==> config.mk <==
export PLATFORM = sky130hd
export DESIGN_NAME = servo_trim_mapper_flat
export DESIGN_NICKNAME = d
export VERILOG_FILES = /design/src/rtl/core/stm_pkg.sv /design/src/rtl/core/stm_if.sv /design/src/rtl/core/stm_front.sv /design/src/rtl/core/stm_queue.sv /design/src/rtl/core/stm_back.sv /design/src/rtl/core/servo_trim_mapper.sv /design/src/flat_wrapper.sv
export SDC_FILE = /design/constraint.sdc
export NUM_CORES = 2
export LEC_CHECK = 0
export BUFFER_PORTS_ARGS = -buffer_cell sky130_fd_sc_hd__buf_2
export CAP_MARGIN = 20
export CORE_UTILIZATION = 35
export CTS_CLUSTER_DIAMETER = 40
export CTS_CLUSTER_SIZE = 8
export DETAILED_ROUTE_END_ITERATION = 6
export HOLD_SLACK_MARGIN = 0.08
export PLACE_DENSITY = 0.57
export SYNTH_ARGS = -nofsm -noshare
export SYNTH_HDL_FRONTEND = slang
export SYNTH_SLANG_ARGS = --single-unit
==> constraint.sdc <==
create_clock -name clk -period 8.85 [get_ports clk]
set_input_delay 0 -clock clk [delete_from_list [all_inputs] [get_ports clk]]
set_output_delay 0 -clock clk [all_outputs]
set_load 0.005 [all_outputs]
==> src/rtl/core/stm_pkg.sv <==
`timescale 1ns / 1ps
`default_nettype none

package stm_pkg;

  // Field widths
  localparam int CH_W    = 8;
  localparam int PULSE_W = 12;
  localparam int TRIM_W  = 12;
  localparam int STEP_W  = 8;
  localparam int GAIN_W  = 8;
  localparam int MODE_W  = 2;

  // Mode codes
  localparam logic [MODE_W-1:0] MODE_MOVING = 2'd0;
  localparam logic [MODE_W-1:0] MODE_TRIM_A = 2'd1;
  localparam logic [MODE_W-1:0] MODE_TRIM_B = 2'd2;

  // Configuration register indexes
  localparam int CFG_IDX_W  = 2;
  localparam int CFG_DATA_W = 12;
  localparam logic [CFG_IDX_W-1:0] CFG_PULSE_MIN   = 2'd0;
  localparam logic [CFG_IDX_W-1:0] CFG_PULSE_MAX   = 2'd1;
  localparam logic [CFG_IDX_W-1:0] CFG_COARSE_STEP = 2'd2;
  localparam logic [CFG_IDX_W-1:0] CFG_FINE_STEP   = 2'd3;

  // Reset values
  localparam logic [PULSE_W-1:0] PULSE_MIN_RST   = 12'd800;
  localparam logic [PULSE_W-1:0] PULSE_MAX_RST   = 12'd2000;
  localparam logic [STEP_W-1:0]  COARSE_STEP_RST = 8'd10;
  localparam logic [STEP_W-1:0]  FINE_STEP_RST   = 8'd3;
  localparam logic [TRIM_W-1:0]  TRIM_RST        = 12'd1500;
  localparam logic [GAIN_W-1:0]  GAIN_RST        = 8'd150;

  // Switch and knob levels
  localparam logic signed [CH_W-1:0] SW_LOW       = -8'sd100;
  localparam logic signed [CH_W-1:0] SW_MID       = 8'sd0;
  localparam logic signed [CH_W-1:0] SW_HIGH      = 8'sd100;
  localparam logic signed [CH_W-1:0] KNOB_SAT_MIN = 8'sd106;
  localparam logic signed [9:0]      GAIN_BASE    = 10'sd150;
  localparam logic [GAIN_W-1:0]      GAIN_SAT     = 8'd255;
  localparam logic [TRIM_W-1:0]      TRIM_TOP     = 12'd4095;

  // floor(n / 50) = (n * DIV50_RECIP) >> DIV50_SHIFT, exact for n < 2^18
  localparam int NUM_W        = 19;
  localparam int QUOT_W       = 13;
  localparam int DIV50_SHIFT  = 24;
  localparam logic [18:0] DIV50_RECIP = 19'd335545;
  localparam logic [5:0]  GAIN_DEN    = 6'd50;

  // Queue between front and back
  localparam int QUEUE_DEPTH = 4;
  localparam int QUEUE_AW    = $clog2(QUEUE_DEPTH);

  typedef struct packed {
    logic [STEP_W-1:0] coarse;
    logic [STEP_W-1:0] fine;
  } steps_t;

  typedef struct packed {
    logic [PULSE_W-1:0] pmin;
    logic [PULSE_W-1:0] pmax;
  } limits_t;

  typedef struct packed {
    logic full;
    logic empty;
  } qstat_t;

  typedef struct packed {
    logic signed [CH_W-1:0] pitch;
    logic signed [CH_W-1:0] yaw;
    logic [GAIN_W-1:0]      gain_a;
    logic [GAIN_W-1:0]      gain_b;
    logic [TRIM_W-1:0]      trim_a;
    logic [TRIM_W-1:0]      trim_b;
    logic [MODE_W-1:0]      mode;
    logic                   lock;
  } job_t;

endpackage

`default_nettype wire

==> src/rtl/core/stm_if.sv <==
`timescale 1ns / 1ps
`default_nettype none

interface stm_frame_if;
  logic                                valid;
  logic                                ready;
  logic signed [stm_pkg::CH_W-1:0]     pitch_stick;
  logic signed [stm_pkg::CH_W-1:0]     yaw_stick;
  logic signed [stm_pkg::CH_W-1:0]     button_a;
  logic signed [stm_pkg::CH_W-1:0]     button_b;
  logic signed [stm_pkg::CH_W-1:0]     mode_switch;
  logic signed [stm_pkg::CH_W-1:0]     knob_a;
  logic signed [stm_pkg::CH_W-1:0]     knob_b;
  logic signed [stm_pkg::CH_W-1:0]     gauge_switch;

  modport source (
    output valid, pitch_stick, yaw_stick, button_a, button_b, mode_switch,
           knob_a, knob_b, gauge_switch,
    input  ready
  );
  modport sink (
    input  valid, pitch_stick, yaw_stick, button_a, button_b, mode_switch,
           knob_a, knob_b, gauge_switch,
    output ready
  );
endinterface

interface stm_result_if;
  logic                          valid;
  logic                          ready;
  logic [stm_pkg::PULSE_W-1:0]   pulse_a;
  logic [stm_pkg::PULSE_W-1:0]   pulse_b;
  logic [stm_pkg::MODE_W-1:0]    mode_now;
  logic                          locked;
  logic [stm_pkg::TRIM_W-1:0]    trim_a_now;
  logic [stm_pkg::TRIM_W-1:0]    trim_b_now;

  modport source (
    output valid, pulse_a, pulse_b, mode_now, locked, trim_a_now, trim_b_now,
    input  ready
  );
  modport sink (
    input  valid, pulse_a, pulse_b, mode_now, locked, trim_a_now, trim_b_now,
    output ready
  );
endinterface

`default_nettype wire

==> src/rtl/core/stm_front.sv <==
`timescale 1ns / 1ps
`default_nettype none

module stm_front (
  input  logic            clk,
  input  logic            rst,
  stm_frame_if.sink       frame,
  input  stm_pkg::steps_t steps,
  input  stm_pkg::qstat_t qstat,
  output logic            push,
  output stm_pkg::job_t   job
);
  import stm_pkg::*;

  // Button level: floor((v + 100) / 100), zero below range
  function automatic logic [1:0] button_level(input logic signed [CH_W-1:0] v);
    logic [1:0] lvl;
    if (v >= SW_HIGH) begin
      lvl = 2'd2;
    end else if (v >= SW_MID) begin
      lvl = 2'd1;
    end else begin
      lvl = 2'd0;
    end
    return lvl;
  endfunction

  function automatic logic [GAIN_W-1:0] knob_gain(input logic signed [CH_W-1:0] v);
    logic signed [9:0] g;
    logic [GAIN_W-1:0] r;
    g = GAIN_BASE + 10'(v);
    if (v >= KNOB_SAT_MIN) begin
      r = GAIN_SAT;
    end else begin
      r = g[GAIN_W-1:0];
    end
    return r;
  endfunction

  function automatic logic [TRIM_W-1:0] trim_add(input logic [TRIM_W-1:0] t,
                                                 input logic [STEP_W-1:0] s,
                                                 input logic dn);
    logic signed [TRIM_W+1:0] r;
    logic [TRIM_W-1:0]        o;
    if (dn) begin
      r = $signed({2'b00, t}) - $signed({6'd0, s});
    end else begin
      r = $signed({2'b00, t}) + $signed({6'd0, s});
    end
    if (r < 0) begin
      o = '0;
    end else if (r > $signed({2'b00, TRIM_TOP})) begin
      o = TRIM_TOP;
    end else begin
      o = r[TRIM_W-1:0];
    end
    return o;
  endfunction

  logic [MODE_W-1:0] mode, mode_next;
  logic              lock, lock_next;
  logic [TRIM_W-1:0] trim_a, trim_a_next, trim_b, trim_b_next, trim_sel, trim_new;
  logic [GAIN_W-1:0] gain_a, gain_a_next, gain_b, gain_b_next;
  logic              accept, gauging, hit, dn, fine;
  logic [1:0]        la, lb;
  logic [STEP_W-1:0] step;

  assign frame.ready = !qstat.full && !rst;
  assign accept      = frame.valid && frame.ready;

  always_comb begin
    priority if (frame.mode_switch == SW_LOW) begin
      mode_next = MODE_MOVING;
    end else if (frame.mode_switch == SW_MID) begin
      mode_next = MODE_TRIM_A;
    end else if (frame.mode_switch == SW_HIGH) begin
      mode_next = MODE_TRIM_B;
    end else begin
      mode_next = mode;
    end
  end

  // Button decode: one button alone at level 1 or 2 picks the step
  always_comb begin
    gauging = frame.gauge_switch != SW_LOW;
    la      = button_level(frame.button_a);
    lb      = button_level(frame.button_b);
    hit     = 1'b0;
    dn      = 1'b0;
    fine    = 1'b0;
    unique case ({la, lb})
      {2'd1, 2'd0}: begin hit = 1'b1; end
      {2'd2, 2'd0}: begin hit = 1'b1; dn = 1'b1; end
      {2'd0, 2'd1}: begin hit = 1'b1; fine = 1'b1; end
      {2'd0, 2'd2}: begin hit = 1'b1; fine = 1'b1; dn = 1'b1; end
      default: begin hit = 1'b0; end
    endcase
    step     = fine ? steps.fine : steps.coarse;
    trim_sel = (mode_next == MODE_TRIM_B) ? trim_b : trim_a;
    trim_new = trim_add(trim_sel, step, dn);
  end

  always_comb begin
    lock_next   = lock;
    trim_a_next = trim_a;
    trim_b_next = trim_b;
    gain_a_next = gain_a;
    gain_b_next = gain_b;
    if (mode_next == MODE_TRIM_A || mode_next == MODE_TRIM_B) begin
      if (!lock) begin
        if (gauging && hit) begin
          lock_next = 1'b1;
          if (mode_next == MODE_TRIM_B) begin
            trim_b_next = trim_new;
          end else begin
            trim_a_next = trim_new;
          end
        end
        if (mode_next == MODE_TRIM_B) begin
          gain_b_next = knob_gain(frame.knob_b);
        end else begin
          gain_a_next = knob_gain(frame.knob_a);
        end
      end else if (!gauging) begin
        lock_next = 1'b0;
      end
    end
  end

  always_ff @(posedge clk) begin
    if (rst) begin
      mode   <= MODE_MOVING;
      lock   <= 1'b0;
      trim_a <= TRIM_RST;
      trim_b <= TRIM_RST;
      gain_a <= GAIN_RST;
      gain_b <= GAIN_RST;
    end else if (accept) begin
      mode   <= mode_next;
      lock   <= lock_next;
      trim_a <= trim_a_next;
      trim_b <= trim_b_next;
      gain_a <= gain_a_next;
      gain_b <= gain_b_next;
    end
  end

  assign push = accept;

  always_comb begin
    job.pitch  = frame.pitch_stick;
    job.yaw    = frame.yaw_stick;
    job.gain_a = gain_a_next;
    job.gain_b = gain_b_next;
    job.trim_a = trim_a_next;
    job.trim_b = trim_b_next;
    job.mode   = mode_next;
    job.lock   = lock_next;
  end

endmodule

`default_nettype wire

==> src/rtl/core/stm_queue.sv <==
`timescale 1ns / 1ps
`default_nettype none

module stm_queue (
  input  logic            clk,
  input  logic            rst,
  input  logic            push,
  input  stm_pkg::job_t   wr_job,
  input  logic            pop,
  output stm_pkg::job_t   rd_job,
  output logic            rd_valid,
  output stm_pkg::qstat_t qstat
);
  import stm_pkg::*;

  job_t                slots [QUEUE_DEPTH];
  logic [QUEUE_AW-1:0] wr_ptr, rd_ptr;
  logic [QUEUE_AW:0]   count;

  assign qstat.full  = count == (QUEUE_AW+1)'(QUEUE_DEPTH);
  assign qstat.empty = count == '0;
  assign rd_valid    = !qstat.empty;
  assign rd_job      = slots[rd_ptr];

  always_ff @(posedge clk) begin
    if (push) begin
      slots[wr_ptr] <= wr_job;
    end
  end

  always_ff @(posedge clk) begin
    if (rst) begin
      wr_ptr <= '0;
      rd_ptr <= '0;
      count  <= '0;
    end else begin
      if (push) begin
        wr_ptr <= wr_ptr + 1'b1;
      end
      if (pop) begin
        rd_ptr <= rd_ptr + 1'b1;
      end
      unique case ({push, pop})
        2'b10:   count <= count + 1'b1;
        2'b01:   count <= count - 1'b1;
        default: count <= count;
      endcase
    end
  end

endmodule

`default_nettype wire

==> src/rtl/core/stm_back.sv <==
`timescale 1ns / 1ps
`default_nettype none

module stm_back (
  input  logic             clk,
  input  logic             rst,
  input  stm_pkg::job_t    job,
  input  logic             job_valid,
  output logic             pop,
  input  stm_pkg::limits_t limits,
  stm_result_if.source     result
);
  import stm_pkg::*;

  typedef struct packed {
    logic [MODE_W-1:0] mode;
    logic              lock;
    logic [TRIM_W-1:0] trim_a;
    logic [TRIM_W-1:0] trim_b;
  } tail_t;

  // stick * g + 50 * trim
  function automatic logic signed [NUM_W-1:0] pulse_num(input logic signed [CH_W-1:0] s,
                                                         input logic [GAIN_W-1:0] g,
                                                         input logic [TRIM_W-1:0] t);
    logic signed [CH_W+GAIN_W:0] sg;
    logic [NUM_W-2:0]            t50;
    sg  = s * $signed({1'b0, g});
    t50 = (NUM_W-1)'(t) * (NUM_W-1)'(GAIN_DEN);
    return NUM_W'(sg) + $signed({1'b0, t50});
  endfunction

  function automatic logic [PULSE_W-1:0] clamp(input logic neg,
                                               input logic [QUOT_W-1:0] q,
                                               input limits_t lim);
    logic [QUOT_W-1:0] p;
    if (neg) begin
      p = {1'b0, lim.pmin};
    end else begin
      p = q;
      if (p > {1'b0, lim.pmax}) begin
        p = {1'b0, lim.pmax};
      end
      if (p < {1'b0, lim.pmin}) begin
        p = {1'b0, lim.pmin};
      end
    end
    return p[PULSE_W-1:0];
  endfunction

  logic                    adv;
  logic                    s1_valid, s2_valid, out_valid;
  logic signed [NUM_W-1:0] s1_num_a, s1_num_b;
  tail_t                   s1_tail, s2_tail, out_tail;
  logic                    s2_neg_a, s2_neg_b;
  logic [QUOT_W-1:0]       s2_q_a, s2_q_b;
  logic [36:0]             prod_a, prod_b;
  logic [PULSE_W-1:0]      out_pulse_a, out_pulse_b;

  // Advance the whole pipe together whenever the output slot frees
  assign adv = !out_valid || result.ready;
  assign pop = adv && job_valid;

  assign prod_a = 37'(s1_num_a[NUM_W-2:0]) * 37'(DIV50_RECIP);
  assign prod_b = 37'(s1_num_b[NUM_W-2:0]) * 37'(DIV50_RECIP);

  always_ff @(posedge clk) begin
    if (rst) begin
      s1_valid  <= 1'b0;
      s2_valid  <= 1'b0;
      out_valid <= 1'b0;
    end else if (adv) begin
      s1_valid  <= job_valid;
      s2_valid  <= s1_valid;
      out_valid <= s2_valid;
    end
  end

  always_ff @(posedge clk) begin
    if (adv) begin
      s1_num_a       <= pulse_num(job.pitch, job.gain_a, job.trim_a);
      s1_num_b       <= pulse_num(job.yaw, job.gain_b, job.trim_b);
      s1_tail.mode   <= job.mode;
      s1_tail.lock   <= job.lock;
      s1_tail.trim_a <= job.trim_a;
      s1_tail.trim_b <= job.trim_b;
      s2_neg_a       <= s1_num_a[NUM_W-1];
      s2_neg_b       <= s1_num_b[NUM_W-1];
      s2_q_a         <= prod_a[DIV50_SHIFT +: QUOT_W];
      s2_q_b         <= prod_b[DIV50_SHIFT +: QUOT_W];
      s2_tail        <= s1_tail;
      out_pulse_a    <= clamp(s2_neg_a, s2_q_a, limits);
      out_pulse_b    <= clamp(s2_neg_b, s2_q_b, limits);
      out_tail       <= s2_tail;
    end
  end

  assign result.valid      = out_valid;
  assign result.pulse_a    = out_pulse_a;
  assign result.pulse_b    = out_pulse_b;
  assign result.mode_now   = out_tail.mode;
  assign result.locked     = out_tail.lock;
  assign result.trim_a_now = out_tail.trim_a;
  assign result.trim_b_now = out_tail.trim_b;

endmodule

`default_nettype wire

==> src/rtl/core/servo_trim_mapper.sv <==
`timescale 1ns / 1ps
`default_nettype none

// Servo trim mapper: one radio frame in, one pair of servo pulse widths out.
//
// frame  : valid/ready channel; one word holds both sticks, both trim buttons,
//          the mode switch, both gain knobs and the gauge switch.
// result : valid/ready channel; one word per frame with both clamped pulses,
//          the mode, the lock flag and both trims after that frame's update.
// cfg_*  : write port for pulse_min, pulse_max, coarse_step, fine_step; write
//          only while no frame is in flight.
//
// The front updates mode, lock, trims and gains in the cycle a word is taken
// and pushes a job into a four-entry queue. The back runs three stages: the
// stick*gain + 50*trim multiply-add, the divide by 50 as a reciprocal
// multiply, then the clamp into the output register.
// A taken word enters the queue, then the s1, s2 and output registers.
// Throughput: one word per cycle while the queue is not full.
// When result.ready drops the back holds, the queue fills and frame.ready
// falls once four words are waiting. Reset loads the default limits and
// steps, moving mode, unlocked, trims 1500 and gains 3.0, and empties the
// queue and pipe; frame.ready stays low during reset.

module servo_trim_mapper (
  input  logic                             clk,
  input  logic                             rst,
  input  logic                             cfg_we,
  input  logic [stm_pkg::CFG_IDX_W-1:0]    cfg_index,
  input  logic [stm_pkg::CFG_DATA_W-1:0]   cfg_data,
  stm_frame_if.sink                        frame,
  stm_result_if.source                     result
);
  import stm_pkg::*;

  logic [PULSE_W-1:0] pulse_min, pulse_max;
  logic [STEP_W-1:0]  coarse_step, fine_step;
  steps_t             steps;
  limits_t            limits;
  qstat_t             qstat;
  job_t               push_job, pop_job;
  logic               push, pop, job_valid;

  // Configuration registers
  always_ff @(posedge clk) begin
    if (rst) begin
      pulse_min   <= PULSE_MIN_RST;
      pulse_max   <= PULSE_MAX_RST;
      coarse_step <= COARSE_STEP_RST;
      fine_step   <= FINE_STEP_RST;
    end else if (cfg_we) begin
      unique case (cfg_index)
        CFG_PULSE_MIN:   pulse_min   <= cfg_data[PULSE_W-1:0];
        CFG_PULSE_MAX:   pulse_max   <= cfg_data[PULSE_W-1:0];
        CFG_COARSE_STEP: coarse_step <= cfg_data[STEP_W-1:0];
        CFG_FINE_STEP:   fine_step   <= cfg_data[STEP_W-1:0];
      endcase
    end
  end

  assign steps.coarse = coarse_step;
  assign steps.fine   = fine_step;
  assign limits.pmin  = pulse_min;
  assign limits.pmax  = pulse_max;

  // Front: take the frame, update the trim state, hand off a job
  stm_front u_front (
    .clk   (clk),
    .rst   (rst),
    .frame (frame),
    .steps (steps),
    .qstat (qstat),
    .push  (push),
    .job   (push_job)
  );

  // Queue: let front and back stall independently
  stm_queue u_queue (
    .clk      (clk),
    .rst      (rst),
    .push     (push),
    .wr_job   (push_job),
    .pop      (pop),
    .rd_job   (pop_job),
    .rd_valid (job_valid),
    .qstat    (qstat)
  );

  // Back: compute and clamp the pulses, drive the result word
  stm_back u_back (
    .clk       (clk),
    .rst       (rst),
    .job       (pop_job),
    .job_valid (job_valid),
    .pop       (pop),
    .limits    (limits),
    .result    (result)
  );

  // No result left over from before reset
  a_reset_drains: assert property (@(posedge clk) rst |=> !result.valid)
    else $error("result valid right after reset");

  // Queue flags never contradict each other
  a_queue_flags: assert property (@(posedge clk) disable iff (rst)
    !(qstat.full && qstat.empty))
    else $error("queue both full and empty");

  // A taken word always lands in the queue
  a_push_lands: assert property (@(posedge clk) disable iff (rst)
    (frame.valid && frame.ready) |=> !qstat.empty)
    else $error("accepted word missing from queue");

endmodule

`default_nettype wire

==> src/flat_wrapper.sv <==
// flat-port wrapper written by rule: the top's interface ports become plain ports
module servo_trim_mapper_flat import stm_pkg::*;
  (clk, rst, cfg_we, cfg_index, cfg_data, frame_valid, frame_pitch_stick, frame_yaw_stick, frame_button_a, frame_button_b, frame_mode_switch, frame_knob_a, frame_knob_b, frame_gauge_switch, frame_ready, result_valid, result_pulse_a, result_pulse_b, result_mode_now, result_locked, result_trim_a_now, result_trim_b_now, result_ready);
  stm_frame_if frame_i ();
  stm_result_if result_i ();
  input  logic clk;
  input  logic rst;
  input  logic cfg_we;
  input  logic [stm_pkg::CFG_IDX_W-1:0] cfg_index;
  input  logic [stm_pkg::CFG_DATA_W-1:0] cfg_data;
  input wire logic [$bits(frame_i.valid)-1:0] frame_valid;
  input wire logic [$bits(frame_i.pitch_stick)-1:0] frame_pitch_stick;
  input wire logic [$bits(frame_i.yaw_stick)-1:0] frame_yaw_stick;
  input wire logic [$bits(frame_i.button_a)-1:0] frame_button_a;
  input wire logic [$bits(frame_i.button_b)-1:0] frame_button_b;
  input wire logic [$bits(frame_i.mode_switch)-1:0] frame_mode_switch;
  input wire logic [$bits(frame_i.knob_a)-1:0] frame_knob_a;
  input wire logic [$bits(frame_i.knob_b)-1:0] frame_knob_b;
  input wire logic [$bits(frame_i.gauge_switch)-1:0] frame_gauge_switch;
  output wire logic [$bits(frame_i.ready)-1:0] frame_ready;
  output wire logic [$bits(result_i.valid)-1:0] result_valid;
  output wire logic [$bits(result_i.pulse_a)-1:0] result_pulse_a;
  output wire logic [$bits(result_i.pulse_b)-1:0] result_pulse_b;
  output wire logic [$bits(result_i.mode_now)-1:0] result_mode_now;
  output wire logic [$bits(result_i.locked)-1:0] result_locked;
  output wire logic [$bits(result_i.trim_a_now)-1:0] result_trim_a_now;
  output wire logic [$bits(result_i.trim_b_now)-1:0] result_trim_b_now;
  input wire logic [$bits(result_i.ready)-1:0] result_ready;
  assign frame_i.valid = frame_valid;
  assign frame_i.pitch_stick = frame_pitch_stick;
  assign frame_i.yaw_stick = frame_yaw_stick;
  assign frame_i.button_a = frame_button_a;
  assign frame_i.button_b = frame_button_b;
  assign frame_i.mode_switch = frame_mode_switch;
  assign frame_i.knob_a = frame_knob_a;
  assign frame_i.knob_b = frame_knob_b;
  assign frame_i.gauge_switch = frame_gauge_switch;
  assign frame_ready = frame_i.ready;
  assign result_valid = result_i.valid;
  assign result_pulse_a = result_i.pulse_a;
  assign result_pulse_b = result_i.pulse_b;
  assign result_mode_now = result_i.mode_now;
  assign result_locked = result_i.locked;
  assign result_trim_a_now = result_i.trim_a_now;
  assign result_trim_b_now = result_i.trim_b_now;
  assign result_i.ready = result_ready;
  servo_trim_mapper u_core (.clk(clk), .rst(rst), .cfg_we(cfg_we), .cfg_index(cfg_index), .cfg_data(cfg_data), .frame(frame_i), .result(result_i));
endmodule
---- After elaboration in Yosys (flattened, before gate mapping) ----
Memories as Yosys holds them, arrays and structs flattened. A register that Yosys moved wholly into a read port is not among the register bits.
Cells that the tools add are included.
word-level totals
  input port bits ......................... 83
  output and inout bits ................... 53
  memories ................................ 1
  flip-flop bits (word level) ............. 264
  word-level logic and storage cells ...... 151
  bits in writable memories ............... 236
operators by class
  reductions and logical operators ........ 21
  $lt $le $gt $ge ......................... 12
  equality and inequality tests ........... 15
  multipliers ............................. 6
  muxes and demuxes ....................... 50
  $add $sub $neg .......................... 10
memories
  name                  depth  bits a word  read ports  clocked after memory_dff  write ports  line             source
  u_core.u_queue.slots  4      59           1           1                         1            stm_queue.sv:16  job_t slots [QUEUE_DEPTH];
operators with widths
  cell                      number
  $mux W12                  15
  $mux W13                  6
  $mul A18 B19 Y37 const B  2
  $mux W8                   9
  $add A17 B19 Y19          2
  $mul A12 B5 Y17 const B   2
  $mul A8 B9 Y17            2
  $ge A8 B8 Y1 const B      4
  $gt A13 B12 Y1            2
  $lt A13 B12 Y1            2
  $add A8 B8 Y8 const A     2
  $eq A8 B8 Y1 const B      2
  $ge A8 B1 Y1 const B      2
  $gt A14 B13 Y1 const B    1
  $lt A14 B1 Y1 const B     1
  $mux W14                  1
  $mux W2                   7
  $add A12 B8 Y13           1
  $sub A12 B8 Y13           1
  $mux W1                   11
  $eq A2 B2 Y1 const B      4
  $logic_not A8 Y1          1
  $ne A8 B8 Y1 const B      1
  $reduce_and A2 Y1         4
  other kinds (18)          29

---- Logic depth before layout (Yosys ltp) ----
  word-level depth ........................ 16
  gate-level depth with buffers ........... 28
  gate-level depth less buffers ........... 25

---- Modules after synthesis ----
Synthesis repeated with hierarchy kept, for this count alone.
second synthesis, totals
  cell total of the unflattened synthesis .. 3360
  area, all modules ....................... 39843.2 um^2
modules (own cells, without submodules)
  module             instances  cells each  sequential area each (um^2)  area an instance (um^2)
  stm_back           1          2343        5195.0                       25398.1
  stm_queue          1          357         7267.0                       8966.1
  stm_front          1          503         860.8                        3844.9
  servo_trim_mapper  1          157         800.8                        1634.1

---- Worst setup path after synthesis ----
Ideal clock, no wire load.
  path type ............................... register -> register
  from .................................... register with a tool-made name
  to ...................................... register u_core.u_back.s1_num_b[17] (data pin)
  stages on the path, launching flop included .. 26
  data arrival time ....................... 7637 ps
  setup slack ............................. 954 ps
  data required time ...................... 8591 ps
  clock period less this slack ............ 7896 ps
  buffers on the path ..................... 3
  library setup time ...................... 259 ps
  cell sequence ........................... dfxtp_1 clkbuf_1 buf_2 buf_1 mux4_2 ha_1 ha_1 fa_1 ha_1 xnor2_1 fa_1 inv_1 fa_1 fa_1 fa_1 fa_1 ha_1 a21o_1 a21oi_1 o21bai_1 a21oi_1 nor2b_1 o2111ai_1 nand3_1 o41a_1 xor2_1
RTL lines
  item                    line            source
  end signal: assignment  stm_back.sv:82  s1_num_b <= pulse_num(job.yaw, job.gain_b, job.trim_b);
  end: declaration        stm_back.sv:53  logic signed [NUM_W-1:0] s1_num_a, s1_num_b;

==> reports/summary.md <==
- 136 — io pins
- 1314 — Iter 0 DRT Violations
- 138300 um — wire length of the first global-routing pass
- 25600 — vias in the first global route
- 7970 ps — endpoint arrival time on the critical path
- register to register — critical path class
- 0 — proportion of synthesized flip-flops having asynchronous set or reset
- 50 ps — clock-pin slew on the worst setup and hold paths
- 4568 — final-stage net count
- 0.8568 — share of the cycle needed by the critical path after routing
- 0 — final setup fails
- 109 — pin count of the biggest net entering global routing
- sky130_fd_sc_hd__clkbuf_16 — clock root buffer
- 114000 um^2 — die area
- register — element type at the critical path end
- 4.774 — ratio of routed vias to standard cells
- 0 — total congestion overflow after global routing
- 1049 ps — pin slew with the least headroom to its limit
- 46.14 ps — maximum clock skew at final layout
- 502 — clk sink count
- 3327 — post-synthesis instance total
- 0 — Syn. warnings
- 629 x sky130_fd_sc_hd__inv_1, 554 x sky130_fd_sc_hd__ha_1, 407 x sky130_fd_sc_hd__edfxtp_1 — most common library cells after synthesis
- 0.3583 — sequential element share of the synthesized area
- 0.3006 — Max-slew headroom
- 9230 ps — data required time at the worst endpoint
- 0.02089 — share of the synthesized netlist area taken by xor and xnor gates
- adder cells — combinational family with the most area after synthesis
- 11.85 um^2 — average size of a mapped cell
- 640 ps — clock insertion delay at the later pin of the skew report
- 0 — max-slew violation count
- 122 — cell row count
- 131 — count of buffers from port buffering
- 5 — length of the first detailed-routing pass in iterations
- 86600 um — total detailed-routing wirelength
- sky130_fd_sc_hd__inv_1 — cell with the most instances after synthesis
- 407 — EDFF count, synth
- 131.9 MHz — Highest Clock Rate
- input port to register — Hold WC Path Type
- 0.07857 — area fraction in and, or, nand and nor cells after synthesis
- 0.05035 — fraction of synthesized area in multiplexers
- 111100 um^2 — placeable core region
- 7583 ps — final critical path time including I/O delays and setup
- 0.8754 — GPL Wtd Cong
- 6 — number of antenna violations at the first check in global routing
- 3 — buffers from clock root to sink, at most
- 16.84 um — wire length per cell
- 10689 — number of filler cells placed in the layout
- sky130_fd_sc_hd__edfxtp_1 — most used flip-flop cell after synthesis
- 39410 um^2 — netlist area before placement
- 0 — CTS-repair resized insts
- sky130_fd_sc_hd__edfxtp_1 31%, sky130_fd_sc_hd__fa_1 18%, sky130_fd_sc_hd__ha_1 18%, sky130_fd_sc_hd__inv_1 6.0%, sky130_fd_sc_hd__dfxtp_1 4.8% — biggest area contributors in the synthesized netlist
- 115.8 ps — worst hold slack
- 0.06749 — synthesized-area fraction occupied by ao, oa, aoi and oai cells
- sky130_fd_sc_hd__edfxtp_1 — Synth area leader
- 0 ps — Fin Setup TNS
- 0.3572 — arithmetic-cell share of the synthesized area counting full adders, half adders and majority gates
- 3 — CTS HTree Levels
- 4321 — net count after synthesis
- 502 — register bit count reported by yosys
- 24553 — number of vias in the routed layout
- 15.78% — area overhead of the layout relative to synthesis
- 0 — Post-route DRC
- finished, final reports clean — status
- 337.6 um — chip width
- 337.6 um — Chip Height
- 93 — Inserted Clock Buffers
- false — unrepaired setup endpoints after global routing
- 5143 — Post-Layout Cell Count
- 0.1556 — total routing resource utilization after global routing
- 65860 um — final HPWL from detailed placement
- 0 — number of routed nets with antenna violations
- 82 — number of distinct standard cells referenced by the synthesized netlist
- 4893 — Placed Instances
- 0.3101 — post-synth top area share
- 0.3547 — initial standard-cell utilization of the core
- 0.1114 — share of post-route cells with drive strength above 1
- 20 — largest fanout on the critical path
- register — startpoint kind of the worst setup timing path
- 0 — number of failing hold endpoints at the final stage
- done — TritonCTS clock tree
- 0 — count of maximum capacitance violations
[flip-flops by register name, summed over array words and instances, names as in the netlist, 2 cells and up, named ones only]
register,count
u_core.u_back.result.pulse_b,12
u_core.u_queue.wr_ptr,2
u_core.u_front.gain_a,8
u_core.u_back.result.mode_now,2
u_core.u_back.s2_q_a,13
u_core.u_back.result.trim_a_now,12
u_core.u_front.gain_b,8
u_core.u_queue.count,3
u_core.u_back.s2_q_b,13
u_core.coarse_step,8
u_core.u_back.result.trim_b_now,12
u_core.u_back.s1_tail,27
u_core.u_back.result.pulse_a,12
u_core.u_back.s1_num_b,19
u_core.pulse_max,12
u_core.u_front.mode,2
u_core.u_front.trim_a,12
u_core.fine_step,8
u_core.pulse_min,12
u_core.u_front.trim_b,12
u_core.u_queue.rd_ptr,2
u_core.u_queue.slots,236
u_core.u_back.s1_num_a,19
u_core.u_back.s2_tail,27
[per-layer routing]
layer  track usage  wire, um  vias to the layer above
li1              -         -                    11894
met1        0.2163     41700                    12078
met2        0.2516     39720                      454
met3       0.02696      3577                      121
met4       0.03678      1564                        6
met5             0        43                        -
[final timing paths]
| check | start | endpoint | slack (ps) | depth (start not counted) |
|---|---|---|---|---|
| min reg2reg | u_core.u_back.s1_tail[8] | u_core.u_back.s2_tail[8] | 410 | 0 |
| min | frame_gauge_switch[2] | u_core.u_front.lock | 120 | 6 |
| max reg2reg | register | u_core.u_back.s1_num_a[17] | 1270 | 23 |
| max | register | u_core.u_back.s1_num_a[17] | 1270 | 23 |
[kinds of logic (layout without fill, tap and decap cells)]
family                     after synthesis  after routing
adders and majority gates              911            911
buffers and inverters                  692           1019
and+or+nand+nor                        613            613
DFF                                    502            502
AOI/OAI and AO/OA                      396            396
muxes                                  119            119
xor gates and xnor gates                94             94
other                                    0              1
[cell type report]
class | count | area [um^2] | area share
Antenna cell | 1 | 2.502 | 0.00005484
Clock buffer | 134 | 2554 | 0.05596
Clock inverter | 41 | 581.8 | 0.01275
Inverter | 629 | 2369 | 0.05190
Multi-Input combinational cell | 2133 | 22660 | 0.4967
Sequential cell | 502 | 14130 | 0.3096
Tap cell | 1488 | 1862 | 0.04080
Timing Repair Buffer | 215 | 1471 | 0.03224
[through the flow]
stage	setup slack, ps	instance area [um^2]	utilization
3_5_place_dp	1159	41750	0.3757
4_1_cts	1170	45630	0.4106
2_1_floorplan	954.0	39410	-
3_3_place_gp	1193	41750	0.3757
5_1_grt	806.6	45630	0.4106
6_report	1267	45630	0.4106
[critical path, stage by stage, from the launching register on]
cell and delay (ps):
sky130_fd_sc_hd__dfxtp_4 610, sky130_fd_sc_hd__buf_4 460, sky130_fd_sc_hd__mux4_2 620, sky130_fd_sc_hd__ha_1 310, sky130_fd_sc_hd__ha_1 160, sky130_fd_sc_hd__inv_1 60, sky130_fd_sc_hd__fa_1 440, sky130_fd_sc_hd__xor2_1 190
sky130_fd_sc_hd__fa_1 540, sky130_fd_sc_hd__inv_1 50, sky130_fd_sc_hd__fa_1 510, sky130_fd_sc_hd__fa_1 580, sky130_fd_sc_hd__fa_1 430, sky130_fd_sc_hd__fa_1 470, sky130_fd_sc_hd__ha_1 350, sky130_fd_sc_hd__a21o_1 190
sky130_fd_sc_hd__a21oi_1 220, sky130_fd_sc_hd__o21bai_1 90, sky130_fd_sc_hd__a21oi_1 220, sky130_fd_sc_hd__nor2b_1 100, sky130_fd_sc_hd__o2111ai_1 180, sky130_fd_sc_hd__nand3_1 110, sky130_fd_sc_hd__o41ai_1 320, sky130_fd_sc_hd__xnor2_1 120
[cells in the final DEF (no fill, tap or decap), types with 11 or more instances in the layout]
master / instances
sky130_fd_sc_hd__or2_2: 11
sky130_fd_sc_hd__inv_1: 628
sky130_fd_sc_hd__clkbuf_16: 95
sky130_fd_sc_hd__nor2b_1: 17
sky130_fd_sc_hd__or4_1: 15
sky130_fd_sc_hd__fa_1: 357
sky130_fd_sc_hd__xnor2_1: 61
sky130_fd_sc_hd__ha_1: 554
sky130_fd_sc_hd__nor3b_1: 11
sky130_fd_sc_hd__edfxtp_1: 407
sky130_fd_sc_hd__nand2_1: 212
sky130_fd_sc_hd__nor2_1: 100
sky130_fd_sc_hd__a221oi_1: 13
sky130_fd_sc_hd__dlygate4sd3_1: 74
sky130_fd_sc_hd__nand2b_1: 23
sky130_fd_sc_hd__clkbuf_1: 36
sky130_fd_sc_hd__o21a_1: 27
sky130_fd_sc_hd__and2_1: 61
sky130_fd_sc_hd__dfxtp_1: 93
sky130_fd_sc_hd__nor3_1: 41
sky130_fd_sc_hd__clkinv_2: 11
sky130_fd_sc_hd__and3_1: 27
sky130_fd_sc_hd__nand3_1: 25
sky130_fd_sc_hd__a31oi_1: 12
sky130_fd_sc_hd__mux2i_1: 31
sky130_fd_sc_hd__a21o_1: 44
sky130_fd_sc_hd__or3_1: 18
sky130_fd_sc_hd__o21bai_1: 11
sky130_fd_sc_hd__o21ai_0: 69
sky130_fd_sc_hd__mux2_2: 16
sky130_fd_sc_hd__a21oi_1: 111
sky130_fd_sc_hd__nand3b_1: 16
sky130_fd_sc_hd__buf_2: 131
sky130_fd_sc_hd__xor2_1: 33
sky130_fd_sc_hd__mux4_2: 59
sky130_fd_sc_hd__o211ai_1: 16
[what timing repair did]
item | in CTS | in global routing
hold endpoints to repair | 200 | 0
hold buffers | 74 | 0
setup buffers | 0 | 0
Power is not shown: default switching activity piles up to over one toggle a cycle in this logic, so the estimate is an artifact.
